==> src/hdl/tcvc_pkg.sv <==
// shared types and constants for the triangle cull and vertex compaction unit
package tcvc_pkg;

   localparam int CornerW  = 16;
   localparam int QDepth   = 2;
   localparam int ReqDataW = 56;
   localparam int RspDataW = 40;

   // what the back end does with a queued triangle
   typedef enum logic [1:0] {
      KIND_PASS,
      KIND_REMAP,
      KIND_DROP
   } kind_type;

   typedef struct packed {
      logic [CornerW-1:0] corner_a;
      logic [CornerW-1:0] corner_b;
      logic [CornerW-1:0] corner_c;
      kind_type           kind;
      logic               new_mesh;
   } tri_type;

endpackage

==> src/hdl/tcvc_front.sv <==
// front end: takes triangles, classifies them and queues them for the back end
module tcvc_front #(
   parameter int MAX_VERTICES = 65536
) (
   input  logic                          clock,
   input  logic                          reset,
   input  logic                          req_tvalid,
   output logic                          req_tready,
   input  logic [tcvc_pkg::ReqDataW-1:0] req_tdata,
   input  logic                          req_tuser,
   input  logic                          enable_removal,
   input  logic                          accept_en,
   output logic                          q_valid,
   output tcvc_pkg::tri_type             q_entry,
   input  logic                          q_pop
);

   localparam logic [tcvc_pkg::CornerW:0] MaxIdx = (tcvc_pkg::CornerW + 1)'(MAX_VERTICES);
   localparam int PtrW  = $clog2(tcvc_pkg::QDepth);
   localparam int FillW = $clog2(tcvc_pkg::QDepth + 1);

   tcvc_pkg::tri_type entry_ff [tcvc_pkg::QDepth];
   logic [PtrW-1:0]   wr_ptr_ff, wr_ptr_in;
   logic [PtrW-1:0]   rd_ptr_ff, rd_ptr_in;
   logic [FillW-1:0]  fill_ff, fill_in;

   tcvc_pkg::tri_type tri_new;
   logic              beyond;
   logic              cull;
   logic              accept;
   logic              push;
   logic              full;

   always_comb begin
      tri_new.corner_a = req_tdata[15:0];
      tri_new.corner_b = req_tdata[31:16];
      tri_new.corner_c = req_tdata[47:32];
      tri_new.new_mesh = req_tuser;
      beyond = ({1'b0, tri_new.corner_a} >= MaxIdx) ||
               ({1'b0, tri_new.corner_b} >= MaxIdx) ||
               ({1'b0, tri_new.corner_c} >= MaxIdx);
      cull = req_tdata[48] || req_tdata[49] || req_tdata[50] || req_tdata[51] || beyond;
      if (!enable_removal) begin
         tri_new.kind = tcvc_pkg::KIND_PASS;
      end else if (cull) begin
         tri_new.kind = tcvc_pkg::KIND_DROP;
      end else begin
         tri_new.kind = tcvc_pkg::KIND_REMAP;
      end
   end

   assign full       = (fill_ff == FillW'(tcvc_pkg::QDepth));
   assign req_tready = accept_en && !full;
   assign accept     = req_tvalid && req_tready;
   // a culled triangle only travels on when it still has to reset the counter
   assign push       = accept && !(tri_new.kind == tcvc_pkg::KIND_DROP && !tri_new.new_mesh);

   assign q_valid = (fill_ff != '0);
   assign q_entry = entry_ff[rd_ptr_ff];

   always_comb begin
      wr_ptr_in = wr_ptr_ff;
      rd_ptr_in = rd_ptr_ff;
      fill_in   = fill_ff;
      if (push) begin
         wr_ptr_in = (wr_ptr_ff == PtrW'(tcvc_pkg::QDepth - 1)) ? '0 : wr_ptr_ff + 1'b1;
      end
      if (q_pop) begin
         rd_ptr_in = (rd_ptr_ff == PtrW'(tcvc_pkg::QDepth - 1)) ? '0 : rd_ptr_ff + 1'b1;
      end
      if (push && !q_pop) begin
         fill_in = fill_ff + 1'b1;
      end else if (q_pop && !push) begin
         fill_in = fill_ff - 1'b1;
      end
   end

   always_ff @(posedge clock) begin
      if (reset) begin
         wr_ptr_ff <= '0;
         rd_ptr_ff <= '0;
         fill_ff   <= '0;
      end else begin
         wr_ptr_ff <= wr_ptr_in;
         rd_ptr_ff <= rd_ptr_in;
         fill_ff   <= fill_in;
      end
      if (push) begin
         entry_ff[wr_ptr_ff] <= tri_new;
      end
   end

endmodule

==> config.mk <==
export PLATFORM = sky130hd
export DESIGN_NAME = tcvc_front
export DESIGN_NICKNAME = d
export VERILOG_FILES = /design/src/hdl/tcvc_pkg.sv /design/src/hdl/tcvc_front.sv
export SDC_FILE = /design/constraint.sdc
export NUM_CORES = 1
export LEC_CHECK = 0
export CAP_MARGIN = 40
export CORE_MARGIN = 2
export CORE_UTILIZATION = 59
export CTS_BUF_LIST = sky130_fd_sc_hd__clkbuf_4 sky130_fd_sc_hd__clkbuf_8
export CTS_CLUSTER_SIZE = 20
export DETAILED_ROUTE_END_ITERATION = 6
export DONT_BUFFER_PORTS = 1
export PLACE_DENSITY = 0.82
export SYNTH_ARGS = -nofsm -noshare
export SYNTH_HDL_FRONTEND = slang
export SYNTH_SLANG_ARGS = --single-unit
export TNS_END_PERCENT = 50
==> constraint.sdc <==
create_clock -name clock -period 3.9 [get_ports clock]
set_clock_uncertainty 0.2 [all_clocks]
set_input_delay 0 -clock clock [delete_from_list [all_inputs] [get_ports clock]]
set_output_delay 0 -clock clock [all_outputs]
set_load 0.1 [all_outputs]
After elaboration in Yosys (flattened, before gate mapping)
Memory sizes are Yosys's and may differ from the RTL's. A register that Yosys moved wholly into a read port is not among the register bits.
Index checks and enable logic that the tools add are counted.
{ "totals": {"register_bits": 4, "mem_bits_rw": 102, "word_cells": 36, "n_memories": 1} }
{ "op_classes": {"n_addsub": 4, "eq_ne": 2, "n_mux": 10, "n_reduce_logical": 16} }
{ "mem_list": {"columns": ["memory", "depth", "width", "rd", "rd_ports_with_merged_regs", "wr", "line_no", "text"], "rows": [
  ["entry_ff", 2, 51, 1, 1, 1, "tcvc_front.sv:22", "tcvc_pkg::tri_type entry_ff [tcvc_pkg::QDepth];"]
]} }
{ "ops": {"columns": ["cell", "n"], "rows": [
  ["$mux 2", 4],
  ["$logic_and 1x1->1", 6],
  ["$mux 1", 6],
  ["$logic_not 1->1", 5],
  ["$eq 2x2->1 const B", 2],
  ["$reduce_bool 2->1", 2],
  ["$logic_or 1x1->1", 3],
  ["$add 1x1->1 const B", 2],
  ["$add 2x1->2 const B", 1],
  ["$sub 2x1->2 const B", 1]
]} }

Longest topological paths before layout
Gate-level depths: netlist of run 1.
{ "depth": {"depth_word": 13, "ltp_mapped": 6, "depth_no_buf": 6} }

Least setup slack after synthesis of run 1
No wires, ideal clock.
{ "synth_timing": {"path_kind": "reg-to-reg", "from": "reg fill_ff[0]", "to": "mem entry_ff[0][0] (netlist name), enable pin", "setup_ns": 0.466, "arrival_time_ns": 3.035, "required_time_ns": 3.234, "slack_ns": 0.199, "path_stages_with_launch": 4, "n_path_buf": 0, "path_cell_list": "dfxtp_1 -> nand2b_1 -> o2111a_4 -> nor2b_1"} }
{ "synth_between": {"elab_chain_len": 7} }
{ "synth_lines": {"columns": ["item", "line_no", "text"], "rows": [
  ["start: declaration", "tcvc_front.sv:25", "logic [FillW-1:0] fill_ff, fill_in;"],
  ["start signal: assignment", "tcvc_front.sv:86", "fill_ff <= fill_in;"],
  ["$eq 2x2->1", "tcvc_front.sv:52", "assign full = (fill_ff == FillW'(tcvc_pkg::QDepth));"],
  ["$logic_not 1->1", "tcvc_front.sv:53", "assign req_tready = accept_en && !full;"],
  ["$logic_and 1x1->1", "tcvc_front.sv:53", null],
  ["$logic_and 1x1->1", "tcvc_front.sv:54", "assign accept = req_tvalid && req_tready;"],
  ["$logic_and 1x1->1", "tcvc_front.sv:56", "assign push = accept && !(tri_new.kind == tcvc_pkg::KIND_DROP && !tri_new.new_mesh);"],
  ["$mux 1", "tcvc_front.sv:88", "if (push) begin"],
  ["$mux 1 (not written as such)", "tcvc_front.sv:89", "entry_ff[wr_ptr_ff] <= tri_new;"],
  ["end: declaration", "tcvc_front.sv:22", null]
]} }
No other way between the ends.

Worst setup path after layout of run 1
{ "layout_timing": {"from": "in req_tdata[51] (netlist name)", "to": "mem entry_ff[0][19] (netlist name), enable pin"} }
{ "layout_between": {"elab_chain_len": 9} }
{ "layout_lines": {"columns": ["item", "line_no", "text"], "rows": [
  ["start: declaration", "tcvc_front.sv:9", "input logic [tcvc_pkg::ReqDataW-1:0] req_tdata,"],
  ["$logic_or 1x1->1", "tcvc_front.sv:42", "cull = req_tdata[48] || req_tdata[49] || req_tdata[50] || req_tdata[51] || beyond;"],
  ["$mux 2", "tcvc_front.sv:45", "end else if (cull) begin"],
  ["$mux 2", "tcvc_front.sv:43", "if (!enable_removal) begin"],
  ["$eq 2x2->1", "tcvc_front.sv:56", null],
  ["$logic_and 1x1->1", "tcvc_front.sv:56", null],
  ["$logic_not 1->1", "tcvc_front.sv:56", null],
  ["$logic_and 1x1->1", "tcvc_front.sv:56", null],
  ["$mux 1", "tcvc_front.sv:88", null],
  ["$mux 1 (not written as such)", "tcvc_front.sv:89", null]
]} }
No other way between the ends.

==> results of run 1 <==
-- flip-flops by register name, indices dropped and copies added (netlist names), named ones only --
name	count
entry_ff	102
rd_ptr_ff	1
wr_ptr_ff	1
fill_ff	2
-- path summary, 6_finish.rpt --
path / from / to / slack (ns)
setup / recovery: req_tdata[51] / entry_ff[0][19] / 0.98
hold / removal: req_tvalid / entry_ff[0][2] / 0.04
setup reg to reg: fill_ff[0] / entry_ff[0][19] / 1.39
hold reg to reg: fill_ff[1] / fill_ff[1] / 0.40
-- metrics by stage --
step	utilization [%]	area, µm²	hold slack (ns)	setup slack [ns]
floorplan	-	3950	-0.131	0.199
global placement	62.9	4040	-0.131	1.52
detailed placement	63.7	4090	-0.124	1.38
CTS	76.1	4890	0.0171	0.964
global route	76.1	4890	0.0368	0.847
finish	76.1	4890	0.0359	0.980
-- cells by family after synthesis --
kind of cell / share of synthesized area (%)
AO/OA/AOI/OAI: 0.759
XOR/XNOR: 0.665
adder cells (fa/ha/maj): 0.316
buffers and inverters: 0.823
flip-flops: 80.0
multiplexers: 14.9
AND/OR/NAND/NOR: 2.53
-- placed cells by master, fill, tap and decap left out, types with 2 or more instances in the layout --
cell / synthesis / routed
and2_1: 3 / 2
buf_12: 0 / 2
bufinv_16: 0 / 2
clkbuf_8: 0 / 9
clkinv_2: 0 / 2
dfxtp_1: 5 / 4
dlygate4sd3_1: 0 / 59
edfxtp_1: 102 / 102
mux2_2: 51 / 51
nand2b_1: 2 / 2
nor2_1: 4 / 4
xor2_1: 2 / 2
-- what timing repair did --
| action | CTS | global route |
|---|---|---|
| buffers inserted | 0 | 0 |
| hold endpoints to repair | 107 | 0 |
| hold buffers | 59 | 0 |
-- routing by layer --
metal	vias up	routed length, µm
met3	14	488
met5	-	0
li1	870	-
met1	953	2770
met4	0	144
met2	81	3990
-- report_power, final --
part / internal, W / switching [W] / total (W) / leakage, nW
sequential: 0.00131 / 0.0000223 / 0.00133 / 0.974
combinational: 0.000120 / 0.000479 / 0.000599 / 0.565
clock: 0.000354 / 0.000341 / 0.000695 / 0.103
total: 0.00178 / 0.000843 / 0.00263 / 1.64
-- cell type report --
| cell class | instances | share of cell area [%] |
|---|---|---|
| flip-flops and latches | 107 | 64.7 |
| inverters | 1 | 0.0768 |
| clock inverters | 6 | 1.66 |
| repair buffers | 63 | 13.4 |
| clock buffers | 9 | 2.53 |
| multi-input cells | 74 | 15.7 |
| well taps | 77 | 1.97 |
==> flow_metrics.py, run 1 <==
metrics = {
    "timing": {
        "setup-violations-final": 0,
        "max_freq_mhz": 342,
        "tns_ns": 0,
        "finalHoldViolCount": 0,
        "tightest_slew_ns": 0.783,
        "drv_slew": 0,
        "final.min_clock_period_ns": 2.92,
        "rsz0062_at_grt": "no",
        "max-slew-margin-rel_pct": 47.7,
        "fin_crit_sh_pct": 74.9,
    },
    "routing": {
        "drt-total-wl_um": 7390,
        "routed_via_density": 5.69,
        "drc": 9,
        "wire_per_inst_um": 21.9,
        "drt_first_pass_iters": 7,
        "ant_nets": 0,
        "drt_iter0_drc": 116,
        "num_vias": 1918,
    },
    "worst_setup_path": {
        "cpMostUsedCell": "dlygate4sd3_1",
        "cpMaxStageDelayCell": "nor2b_4",
        "crit_required_ns": 3.71,
        "worstSetupEndpointType": "register",
        "worstPathMaxFanout": 27,
        "slowest_delay_ns": 0.66,
        "critical_path_arrival_ns": 2.73,
        "cp.depth": 6,
        "worstPathCellList": "dlygate4sd3_1 > nor4_4 > dlygate4sd3_1 > o2111a_4 > nor2b_4 > buf_4",
        "path_class": "in2reg",
        "critPathBufInv": 3,
        "crit_path_start_kind": "input pin",
        "crit_family": "buffers and inverters",
        "reg2regPathDepth": 4,
    },
    "global_routing": {
        "grt_max_degree": 37,
        "grt_pass1_vias": 2161,
        "grtUsageTotal_pct": 20.5,
        "top_usage_layer": "met2",
        "grt_pass1_wl_um": 11200,
        "gr-total-overflow": 0,
        "grt_util_met2_pct": 37.1,
        "antenna_found_initial": 0,
        "met1_usage_pct": 21.7,
        "use_met3_pct": 7.22,
    },
    "power_and_ir_drop": {
        "irDropWorstVdd_mv": 0.383,
        "leakage_nw": 1.64,
        "p_total_w": 0.00263,
        "power_density_nw_per_um2": 537,
    },
    "logic_synthesis": {
        "yosysWarnings": 0,
        "yosys.area.top_type_share_pct": 77.5,
        "synth_commonest_cells": "102 x edfxtp_1, 51 x mux2_2, 5 x buf_2, 5 x dfxtp_1, 4 x nor2_1",
        "syn-num-nets": 252,
        "syn_inst": 188,
        "syn_area_per_cell_um2": 21.0,
        "synth_cell_type_count": 21,
        "ys_ff_latch": 107,
        "ys_seq_area_share_pct": 80.0,
        "yosysTopAreaCell": "edfxtp_1",
        "synth.cell_area_um2": 3950,
        "synth_edf_count": 102,
        "async_flop_share_pct": 0,
        "synth_ff_type": "edfxtp_1",
        "synth.area.top_cells": "edfxtp_1 77%, mux2_2 15%, dfxtp_1 2.5%, buf_2 0.63%, nor4_4 0.54%",
        "yosysMostFrequentCell": "edfxtp_1",
    },
    "cts": {
        "path_clk_slew_ns": 0.10,
        "cts_tree": "yes",
        "clk_latency_ns": 0.35,
        "post_cts_resized": 0,
        "cts.sinks": 107,
        "cts-htree-levels": 3,
        "numCtsBuffers": 9,
        "clockBufferDepth": 2,
        "root_buffer": "clkbuf_8",
    },
    "cells_and_area": {
        "instances_no_fill": 337,
        "fin_nets": 320,
        "regArea_um2": 3160,
        "area_growth_pct": 23.7,
        "nFillCells": 350,
        "diodes": 0,
        "multi_input_comb_area_um2": 767,
        "drive_gt1_share_pct": 29.2,
    },
    "place": {
        "routabilityCongestion": 0.739,
        "port-buffer-count": 0,
        "placed_cells": 263,
        "dpl.hpwl_um": 4360,
    },
    "floorplan": {
        "die_h_um": 85.9,
        "dieArea_um2": 7370,
        "fp-row-count": 29,
        "die_w_um": 85.9,
        "start_util_pct": 61.6,
        "fp.coreArea_um2": 6420,
        "io_pins": 116,
    },
    "run_status": {
        "status": "finished, violations left",
        "violations": "design-rule violations",
    },
    "min_path": {
        "hold_depth": 2,
        "min_path_type": "in2reg",
    },
    "job": {
        "cap_violations": 0,
    },
}
No activity file was read; power rests on OpenSTA's default activity.
==> inputs of run 2 (changes only) <==
==> constraint.sdc (replaced) <==
create_clock -name clock -period 2.42 [get_ports clock]
set_clock_uncertainty 0.2 [all_clocks]
set_input_delay 0 -clock clock [delete_from_list [all_inputs] [get_ports clock]]
set_output_delay 0 -clock clock [all_outputs]
set_load 0.1 [all_outputs]
==> run 2 against run 1 <==
Compared with the run above: critical endpoint is now wr_ptr_ff; first-iteration DRC count is 6.0% lower; design area is 0.43% lower; highest routed layer unchanged; worst setup slack worse by 0.61 ns; the run still ends with design-rule violations left; worst hold slack better by 0.047 ns; largest cell class unchanged; clock power is 45% higher.
==> flow_metrics.py, run 2 (synthesis gave the netlist of run 1 again) <==
metrics = {
    "worst_setup_path": {
        "r2r-start": "fill_ff[0]",
        "r2r-end": "wr_ptr_ff",
        "ff2ff_setup_slack_ns": 0.37,
        "worstSetupEndpointType": "register",
        "worstPathMaxFanout": 4,
        "critical_path_arrival_ns": 2.08,
        "crit_path_start_kind": "register",
        "crit_required_ns": 2.45,
        "startpoint": "fill_ff[0]",
        "reg2regPathDepth": 4,
        "cp-endpoint": "wr_ptr_ff",
        "path_class": "reg2reg",
    },
    "cts": {
        "cts-htree-levels": 3,
        "cts.sinks": 107,
        "path_clk_slew_ns": 0.09,
        "cts_setup_buffers": 0,
        "clk_latency_ns": 0.33,
        "cts_tree": "yes",
        "clockBufferDepth": 2,
        "numCtsBuffers": 9,
        "root_buffer": "clkbuf_8",
    },
    "routing": {
        "drc": 7,
        "drt_iter0_drc": 109,
        "ant_nets": 0,
        "routed_via_density": 5.64,
        "drt-total-wl_um": 7290,
        "wire_per_inst_um": 21.6,
        "drt_first_pass_iters": 6,
        "num_vias": 1905,
    },
    "cells_and_area": {
        "diodes": 0,
        "final_common_cell": "edfxtp_1",
        "reg_top3": "entry_ff: 102 flops, fill_ff: 2 flops",
        "fin_nets": 321,
        "regMostFlops": "entry_ff",
        "largest_register_ffs": 102,
        "area_growth_pct": 23.1,
        "mostFrequentLayoutCells": "102 x edfxtp_1, 58 x dlygate4sd3_1, 51 x mux2_2",
        "drive_gt1_share_pct": 29.9,
    },
    "min_path": {
        "min_path_type": "in2reg",
        "hp-start": "req_tvalid",
    },
    "run_status": {
        "violations": "design-rule violations",
        "status": "finished, violations left",
    },
    "place": {
        "port-buffer-count": 0,
        "routabilityCongestion": 0.718,
        "dpl.hpwl_um": 4390,
    },
    "floorplan": {
        "start_util_pct": 61.6,
        "io_pins": 116,
        "fp.coreArea_um2": 6420,
        "dieArea_um2": 7370,
        "die_w_um": 85.9,
        "fp-row-count": 29,
        "die_h_um": 85.9,
    },
    "timing": {
        "setup-violations-final": 0,
        "drv_slew": 0,
        "finalHoldViolCount": 0,
        "fin_hold_ws_ns": 0.0826,
        "tns_ns": 0,
        "rsz0062_at_grt": "no",
        "final.min_clock_period_ns": 2.05,
        "max_freq_mhz": 488,
        "fin_crit_sh_pct": 84.7,
        "tightest_slew_ns": 0.541,
        "max-slew-margin-rel_pct": 64.1,
    },
    "power_and_ir_drop": {
        "irDropWorstVdd_mv": 0.512,
        "power_density_nw_per_um2": 846,
        "leakage_nw": 1.64,
    },
    "global_routing": {
        "grt_pass1_wl_um": 11200,
        "antenna_found_initial": 0,
        "grt_pass1_vias": 2140,
        "grt_max_degree": 34,
        "grtUsageTotal_pct": 20.6,
        "gr-total-overflow": 0,
    },
    "job": {
        "cap_violations": 0,
    },
}
run 2: changes by cell type in the layout (fill, tap and decap cells not counted), sizes merged:
cell,before,now
buf,4,6
dlygate4sd3,59,58
clkbuf,9,10
bufinv,2,1
run 2: power breakdown:
group	switching, W	total (W)	internal (W)	leakage, nW
clock network	0.000532	0.00101	0.000482	0.0932
logic	0.000769	0.000959	0.000190	0.569
registers	0.0000358	0.00214	0.00211	0.974
total	0.00134	0.00412	0.00278	1.64
run 2: worst min path at each step:
stage               slack (ns)  cells past startpoint              to
floorplan                -0.13                      1      fill_ff[1]
global placement         -0.13                      1        register
detailed placement       -0.13                      1        register
CTS                       0.06                      2  entry_ff[1][0]
global route              0.08                      2  entry_ff[1][1]
finish                    0.08                      2  entry_ff[1][1]
run 2: what timing repair did:
action                                  in CTS  in global routing
endpoints found under the setup margin       0                  0
gates resized for setup                      0                  0
hold endpoints to repair                   107                  0
hold buffers                                58                  0
run 2: metal layers:
| metal | vias to the layer above | track usage (%) | share of wire [%] |
|---|---|---|---|
| met5 | - | 0 | 0 |
| met4 | 0 | 7.65 | 2.1 |
| met3 | 16 | 5.39 | 5.9 |
| met2 | 75 | 38.3 | 56 |
| met1 | 952 | 22.4 | 36 |
| li1 | 862 | - | - |
run 2: layout make-up:
cell class | instances | area, µm²
flip-flops and latches | 107 | 3160
clock buffers | 10 | 131
multi-input cells | 74 | 767
well taps | 77 | 96.3
repair buffers | 64 | 651
inverters | 1 | 3.75
fillers | 348 | 1550
clock inverters | 5 | 55.1
run 2: worst max-delay path: stages, from the launching register on:
cell and delay [ns]:
dfxtp_1 0.41, nand2b_1 0.19, o2111a_4 0.26, dlygate4sd3_1 0.59
mux2_4 0.30
run 2: through the flow:
stage                     cell area [µm²]  setup slack [ns]  power (W)  util (%)  instances
after floorplan                      3960            -0.159    0.00299         -        188
after global placement               4100             0.550    0.00303      63.9        265
after detailed placement             4100             0.485    0.00305      63.9        265
after CTS                            4870             0.357    0.00413      75.8        338
after global routing                 4870             0.309    0.00425      75.8        338
final                                4870             0.371    0.00412      75.8        338
==> inputs of run 3 (changes only) <==
--- a/config.mk
+++ b/config.mk
@@ -7,12 +7,12 @@
 export LEC_CHECK = 0
 export CAP_MARGIN = 40
 export CORE_MARGIN = 2
-export CORE_UTILIZATION = 59
+export CORE_UTILIZATION = 60
 export CTS_BUF_LIST = sky130_fd_sc_hd__clkbuf_4 sky130_fd_sc_hd__clkbuf_8
 export CTS_CLUSTER_SIZE = 20
 export DETAILED_ROUTE_END_ITERATION = 6
 export DONT_BUFFER_PORTS = 1
-export PLACE_DENSITY = 0.82
+export PLACE_DENSITY = 0.8
 export SYNTH_ARGS = -nofsm -noshare
 export SYNTH_HDL_FRONTEND = slang
 export SYNTH_SLANG_ARGS = --single-unit
==> constraint.sdc (replaced) <==
create_clock -name clock -period 2.03 [get_ports clock]
set_clock_uncertainty 0.2 [all_clocks]
set_input_delay 0 -clock clock [delete_from_list [all_inputs] [get_ports clock]]
set_output_delay 0 -clock clock [all_outputs]
set_load 0.1 [all_outputs]
==> run 3 against run 2 <==
Compared with the run above: first-iteration DRC count fell by 9.2%; register-to-register slack got worse by 0.25 ns; combinational power rose by 21%; the run now ends clean; highest routed layer unchanged; design area rose by 0.90%; global-route usage fell by 0.35 points.
==> flow_metrics.py, run 3 (synthesis gave the netlist of run 1 again) <==
metrics = {
    "run_status": {
        "status": "completed",
    },
    "cells_and_area": {
        "fin_nets": 324,
        "diodes": 0,
        "regMostFlops": "entry_ff",
        "mostFrequentLayoutCells": "102 x edfxtp_1, 59 x dlygate4sd3_1, 51 x mux2_2",
        "reg_top3": "entry_ff: 102 flops, fill_ff: 2 flops",
        "nFillCells": 343,
        "drive_gt1_share_pct": 31.7,
        "final_common_cell": "edfxtp_1",
        "largest_register_ffs": 102,
        "area_growth_pct": 24.2,
    },
    "routing": {
        "drt-total-wl_um": 6990,
        "drt_first_pass_iters": 4,
        "ant_nets": 0,
        "drt_iter0_drc": 99,
        "wl_met2_um": 3930,
        "wire_per_inst_um": 20.4,
        "route.met3.wl_um": 400,
        "top_layer_used": "met4",
        "wirelength_met1_um": 2460,
        "drc": 0,
        "num_vias": 1912,
        "routed_via_density": 5.59,
    },
    "floorplan": {
        "die_w_um": 85.2,
        "fp.coreArea_um2": 6350,
        "start_util_pct": 62.3,
        "die_h_um": 85.2,
        "dieArea_um2": 7250,
        "io_pins": 116,
        "fp-row-count": 29,
    },
    "cts": {
        "cts_tree": "yes",
        "clk_latency_ns": 0.35,
        "path_clk_slew_ns": 0.09,
        "numCtsBuffers": 9,
        "root_buffer": "clkbuf_8",
        "cts-htree-levels": 3,
        "cts.sinks": 107,
        "clockBufferDepth": 2,
    },
    "timing": {
        "fin_hold_ws_ns": 0.0615,
        "finalWorstSetupSlack_ns": 0.0492,
        "tightest_slew_ns": 0.546,
        "max-slew-margin-rel_pct": 63.8,
        "fin_crit_sh_pct": 97.6,
        "setup-violations-final": 0,
        "drv_slew": 0,
        "rsz0062_at_grt": "no",
        "tns_ns": 0,
        "finalHoldViolCount": 0,
        "final.min_clock_period_ns": 1.98,
        "max_freq_mhz": 505,
    },
    "worst_setup_path": {
        "ff2ff_setup_slack_ns": 0.12,
        "worstSetupEndpointType": "register",
        "crit_required_ns": 2.08,
        "path_class": "in2reg",
        "crit_path_start_kind": "input pin",
        "worstPathMaxFanout": 4,
        "critical_path_arrival_ns": 2.03,
    },
    "global_routing": {
        "grt_pass1_wl_um": 10700,
        "grt_pass1_vias": 2076,
        "grt_max_degree": 43,
        "grtUsageTotal_pct": 20.3,
        "gr-total-overflow": 0,
        "antenna_found_initial": 0,
    },
    "job": {
        "cap_violations": 0,
    },
    "power_and_ir_drop": {
        "power_switching_w": 0.00163,
        "swShare_pct": 32.9,
        "seq_power_share_pct": 51.2,
        "irDropWorstVdd_mv": 0.717,
        "p_int_w": 0.00333,
        "power_density_nw_per_um2": 1010,
        "combPwrFrac_pct": 23.4,
        "leakage_nw": 1.66,
        "clkPwrFrac_pct": 25.4,
    },
    "min_path": {
        "min_path_type": "in2reg",
    },
    "place": {
        "port-buffer-count": 0,
        "dpl.hpwl_um": 4210,
        "routabilityCongestion": 0.715,
        "post-place-ws_ns": 0.279,
    },
}
-- run 3: cell count changes in the layout (fill, tap and decap cells not counted), sizes merged --
cell,change
inv,+1
dlygate4sd3,+1
buf,+2
-- run 3: area by class of cell --
type	count	area (µm²)	area share, %
Tap cell	77	96.3	1.96
Sequential cell	107	3170	64.4
Clock buffer	10	131	2.67
Multi-Input combinational cell	74	774	15.8
Timing Repair Buffer	67	676	13.8
Clock inverter	6	65.1	1.32
Inverter	1	3.75	0.0764
-- run 3: worst paths after layout --
path | cells past startpoint | endpoint | startpoint
setup reg to reg | 4 | wr_ptr_ff | fill_ff[0]
hold reg to reg | 2 | rd_ptr_ff | rd_ptr_ff
setup / recovery | 5 | wr_ptr_ff | req_tdata[49]
hold / removal | 4 | fill_ff[0] | accept_en
-- run 3: power by group through the flow --
stage          Sequential [W]  Combinational [W]  Clock, W
2_1_floorplan         0.00259           0.000983         0
3_3_place_gp          0.00259            0.00104         0
3_5_place_dp          0.00260            0.00105         0
4_1_cts               0.00254            0.00116   0.00129
5_1_grt               0.00256            0.00119   0.00137
6_report              0.00255            0.00116   0.00126
-- run 3: timing repair --
item,CTS,global route
setup endpoints to repair,0,1
buffers inserted,0,1
hold buffers,59,0
gates resized for setup,0,0
hold endpoints to repair,107,0
-- run 3: per-layer routing --
metal  track usage [%]  up-vias
li1                  -      872
met1              20.7      952
met2              37.1       71
met3              5.35       17
met4              11.4        0
met5                 0        -
-- run 3: per-stage QoR --
stage / instances / area [µm²] / utilization, % / power [W]
6_report: 342 / 4910 / 77.4 / 0.00497
5_1_grt: 342 / 4910 / 77.4 / 0.00512
4_1_cts: 341 / 4900 / 77.2 / 0.00499
3_5_place_dp: 266 / 4120 / 64.8 / 0.00364
3_3_place_gp: 266 / 4120 / 64.8 / 0.00362
2_1_floorplan: 188 / 3970 / - / 0.00357
-- run 3: worst max-delay path, cell delays in order --
cell and delay, ns:
dlygate4sd3_1 0.57, nor4_4 0.30, o2111a_4 0.28, dlygate4sd3_1 0.57, mux2_4 0.30
